`config.mk`:
```
export PLATFORM = sky130hd
export DESIGN_NAME = lzid_ctrl
export DESIGN_NICKNAME = d
export VERILOG_FILES = /design/src/rtl/core/lzid_pkg.sv /design/src/rtl/core/lzid_ctrl.sv
export SDC_FILE = /design/constraint.sdc
export NUM_CORES = 1
export LEC_CHECK = 0
export ABC_AREA = 1
export BUFFER_PORTS_ARGS = -buffer_cell sky130_fd_sc_hd__buf_4
export CAP_MARGIN = 20
export CORE_AREA = 2 2 39 41
export CTS_CLUSTER_SIZE = 8
export DETAILED_ROUTE_END_ITERATION = 8
export DIE_AREA = 0 0 41 43
export SLEW_MARGIN = 20
export SYNTH_ARGS = -nofsm -noshare
export SYNTH_HDL_FRONTEND = slang
export SYNTH_SLANG_ARGS = --single-unit
export TNS_END_PERCENT = 10
```
`constraint.sdc`:
```
create_clock -name clk -period 2.5 [get_ports clk]
set_input_delay 0 -clock clk [delete_from_list [all_inputs] [get_ports clk]]
set_output_delay 0 -clock clk [all_outputs]
set_load 0.005 [all_outputs]
```
`src/rtl/core/lzid_pkg.sv`:
```
// shared types and constants of the lzss image decoder
// used by every module under rtl/core but lzid_ram
`default_nettype none

package lzid_pkg;

  localparam int WINDOW_DEPTH = 4096;
  localparam int WIN_AW       = $clog2(WINDOW_DEPTH);
  localparam int DIM_W        = 10;
  localparam int POS_W        = 2 * DIM_W;
  localparam int CFG_DW       = 10;
  localparam int CFG_AW       = 2;
  localparam int DIST_W       = 12;
  localparam int LEN_W        = 6;
  localparam int MIN_MATCH    = 3;

  localparam logic [CFG_AW-1:0] CFG_WIDTH  = 2'd0;
  localparam logic [CFG_AW-1:0] CFG_HEIGHT = 2'd1;
  localparam logic [CFG_AW-1:0] CFG_MODE   = 2'd2;

  typedef enum logic [1:0] {
    PH_CONTROL,
    PH_ITEM,
    PH_CMD_HIGH
  } phase_t;

  typedef enum logic [1:0] {
    ST_IDLE,
    ST_LIT,
    ST_COPY_RD,
    ST_COPY_EMIT
  } state_t;

  // controller to datapath
  typedef struct packed {
    logic parse;
    logic lit_emit;
    logic copy_read;
    logic copy_emit;
  } cmd_t;

  // datapath to controller
  typedef struct packed {
    phase_t phase;
    logic   flag_bit;
    logic   total_zero;
    logic   slot_free;
    logic   fin;
    logic   copy_last;
  } sts_t;

endpackage

`default_nettype wire

```
`src/rtl/core/lzid_ctrl.sv`:
```
// sequencing state machine of the lzss image decoder
// depends on lzid_pkg
`default_nettype none

module lzid_ctrl import lzid_pkg::*; (
  input  wire logic clk,
  input  wire logic rst,
  input  wire logic in_valid,
  output logic      in_ready,
  input  wire sts_t sts,
  output cmd_t      cmd
);

  state_t state;
  state_t state_next;

  always_ff @(posedge clk) begin
    if (rst) begin
      state <= ST_IDLE;
    end else begin
      state <= state_next;
    end
  end

  always_comb begin
    state_next = state;
    case (state)
      ST_IDLE: begin
        if (in_valid && !sts.total_zero) begin
          if (sts.phase == PH_ITEM && sts.flag_bit) begin
            state_next = ST_LIT;
          end else if (sts.phase == PH_CMD_HIGH) begin
            state_next = ST_COPY_RD;
          end
        end
      end
      ST_LIT: begin
        if (sts.slot_free) begin
          state_next = ST_IDLE;
        end
      end
      ST_COPY_RD: begin
        state_next = ST_COPY_EMIT;
      end
      ST_COPY_EMIT: begin
        if (sts.slot_free) begin
          state_next = (sts.fin || sts.copy_last) ? ST_IDLE : ST_COPY_RD;
        end
      end
      default: begin
        state_next = ST_IDLE;
      end
    endcase
  end

  always_comb begin
    in_ready      = 1'b0;
    cmd           = '0;
    case (state)
      ST_IDLE: begin
        in_ready  = 1'b1;
        cmd.parse = in_valid && !sts.total_zero;
      end
      ST_LIT: begin
        cmd.lit_emit = sts.slot_free;
      end
      ST_COPY_RD: begin
        cmd.copy_read = 1'b1;
      end
      ST_COPY_EMIT: begin
        cmd.copy_emit = sts.slot_free;
      end
      default: begin
        in_ready = 1'b0;
      end
    endcase
  end

endmodule

`default_nettype wire

```
==> results by group <==
GRT
  • Grt total ovfl: 0
  • First-pass GRT wire length: 834 µm
  • Overall routing resource usage: 7.11%
  • Via count of the first global-routing pass: approximately 230
  • Initial antenna violation count: 0
  • Maximum number of pins on one net before global-route repair: 9

Logic synthesis
  • Most frequently used cell type in the post-synthesis netlist: sky130_fd_sc_hd__nand2_1
  • Number of distinct library cells after synthesis: 12
  • Largest cells by area after synthesis: sky130_fd_sc_hd__dfxtp_1 20%, sky130_fd_sc_hd__nand3_2 15%, sky130_fd_sc_hd__nand2_1 15%
  • Top flip-flop cell by instance count after synthesis: sky130_fd_sc_hd__dfxtp_1
  • Sequential element share of the synthesized area: between 10% and 20%
  • Largest area contributor in the synthesized netlist: sky130_fd_sc_hd__dfxtp_1
  • Yosys warning count: 0
  • Number of storage elements in the synthesis netlist: 2
  • Portion of synthesized cell area occupied by the leading cell type: roughly 20%
  • Async SR Flop Fraction: 0%
  • Number of nets in the synthesized netlist: between 40 and 50
  • Syn Inst Count: 35
  • Post-synthesis instance area: around 200 µm²
  • Top cell types by occurrence after synthesis: 8 x sky130_fd_sc_hd__nand2_1, 6 x sky130_fd_sc_hd__inv_1, 5 x sky130_fd_sc_hd__nor2_1
  • Number of flops mapped to enable cells by yosys: 0
  • Post-Syn Area per Cell: roughly 5.9 µm²

Timing
  • Final worst-path setup slack: 1.48 ns
  • Final worst path period share: 41.0%
  • Endpoints failing setup: 0
  • Unrepaired setup endpoints after global routing: no
  • Summed negative setup slack over all endpoints: 0 ns
  • Remaining max-slew budget at the tightest pin: 80.0%
  • Highest achievable clock rate: 976 MHz
  • Slew Viols, Final: 0
  • Hold WS: around 0.020 ns
  • Transition at the pin with the smallest max-transition slack: 0.299 ns
  • Final count of hold timing violations: 0
  • Final worst path period need: around 1.0 ns
  • Maximum clock skew at final layout: ~0.0030 ns

Die
  • Std cell rows: 14
  • Die Y-Extent: 43 µm
  • Initial Util: 14.8%
  • Area of the die: 1760 µm²
  • Core area: about 1400 µm²
  • IO Pins: 15
  • Chip width: 41 µm

Routing
  • 1st-iter DRT viols: 3
  • Via Count: ~260
  • Number of antenna-violating nets in the routed design: 0
  • Number of design rule violations left after detail routing: 0
  • Vias per Instance: between 3 and 4
  • Drt first pass iters: 2
  • Routed wire length: roughly 510 µm
  • Routed length per instance: about 7.6 µm

Clock network
  • Hold buffers post-CTS: 0
  • Buffer type at the clock tree root: sky130_fd_sc_hd__clkbuf_4
  • Clock sinks: 2
  • Clk buf depth: 2
  • Clock transition at path regs: about 0.03 ns
  • Setup repair bufs after CTS: 0
  • Number of buffers inserted during clock tree synthesis: 3
  • PostCTS Resize Cnt: 0
  • CTS H-tree lvls: 1
  • TritonCTS clock tree: yes
  • Latest clock arrival within the worst-skew pair: around 0.23 ns

Final layout
  • Post-layout util: between 20% and 30%
  • Net count reported at finish: 63
  • Synthesis-to-finish area growth: 66.5%
  • Number of flip-flops in the largest register: 2
  • Registers with the most flip-flops: state: 2 flops
  • Top reg by flops: state
  • Share of cells above drive strength 1: a little under half
  • Antenna diode count: 0

Setup path
  • FF-to-FF Start: state[1]$_SDFFE_PP0P_
  • Type of the setup path with the least slack: flip-flop to primary output
  • Element type at the critical path end: primary output
  • Critical path's largest stage delay: 0.48 ns
  • Worst R2R End: state[1]$_SDFFE_PP0P_
  • Register-to-register path setup slack: approximately 1.5 ns
  • Slowest-stage cell, CP: sky130_fd_sc_hd__dfxtp_1
  • Data required, critical path: 2.50 ns
  • Worst reg-to-reg path cell count: 4
  • Cell-by-cell trace of the critical path: inv_1 -> nor2_1 -> buf_4
  • Nature of the critical path startpoint: flip-flop
  • Data arrival, critical path: 1.02 ns
  • Last element of the critical path: cmd[0]
  • Largest fanout of any net on the critical path: 8
  • CP startpoint: state[1]$_SDFFE_PP0P_

Min path
  • Worst hold start: rst
  • Path category of the worst min-delay check: input port to flip-flop

Placement
  • Pre-CTS setup slack: around 1.5 ns
  • Post-detail-place hpwl: 423 µm
  • Count of input and output buffers: 14
  • Routability congestion estimate from global placement: 0.708

Pwr
  • Static leakage: 0.000190 µW
  • Power Dens Cells: 465 nW/µm²
  • Peak VDD IR: around 0.00037 V

Run
  • Max-cap violations: 0

Status
  • Status: complete, no violations
worst min path at each step:
stage / slack (ns) / cells after the start / endpoint
finish: 0.02 / 4 / state[1]$_SDFFE_PP0P_
global route: 0.02 / 4 / state[1]$_SDFFE_PP0P_
floorplan: 0.11 / 2 / cmd[0]
CTS: 0.02 / 4 / state[1]$_SDFFE_PP0P_
detailed placement: 0.25 / 4 / state[1]$_SDFFE_PP0P_
global placement: 0.25 / 4 / state[1]$_SDFFE_PP0P_
logic make-up (layout without fill, tap and decap cells):
group           Yosys count  count (layout)  synth area share, %
flops                     2               2                 19.5
compound gates            4               4                 9.75
simple gates             21              21                 52.4
buf+inv                   8              24                 18.3
stage by stage:
stage / std cells / instance area, µm² / power [µW]
floorplan: 35 / 205 / 67.6
global placement: 64 / 319 / 87.2
detailed placement: 64 / 319 / 87.4
CTS: 67 / 342 / 162
global route: 67 / 342 / 173
finish: 67 / 342 / 159
layout make-up:
cell class                 instances  area, µm²
fill                             162       1040
multi-input combinational         25        128
timing repair buffer              14        105
sequential                         2       40.0
inverter                           7       26.3
clock buffer                       3       22.5
tap                               16       20.0
metal layers:
metal | track usage, % | share of wire (%)
met4 | 2.00 | 0
met5 | 0 | 0
met2 | 9.38 | 43
met3 | 6.28 | 14
met1 | 8.31 | 42
critical path: cells and delay by family (launching register included):
family | cells | cell delay (ns)
buf+inv | 2 | 0.21
flops | 1 | 0.48
simple gates | 1 | 0.11
power breakdown:
group	internal [µW]	leakage (µW)	switching (µW)
Combinational	25.6	0.000160	21.7
Sequential	34.5	0.0000163	5.10
Clock	53.0	0.0000138	18.9
Total	113	0.000190	45.7
layout by cell type, fill, tap and decap left out:
cell type	synthesis	final
sky130_fd_sc_hd__nand3_1	2	2
sky130_fd_sc_hd__nor2_1	5	5
sky130_fd_sc_hd__inv_2	1	1
sky130_fd_sc_hd__o21ai_1	1	1
sky130_fd_sc_hd__clkbuf_4	0	3
sky130_fd_sc_hd__nand3_2	3	3
sky130_fd_sc_hd__inv_1	6	6
sky130_fd_sc_hd__nand2_2	2	2
sky130_fd_sc_hd__nor2_2	1	1
sky130_fd_sc_hd__a21oi_1	3	3
sky130_fd_sc_hd__nand2_1	8	8
sky130_fd_sc_hd__buf_4	0	14
sky130_fd_sc_hd__dfxtp_1	2	2
(Power assumes the default switching activity.)
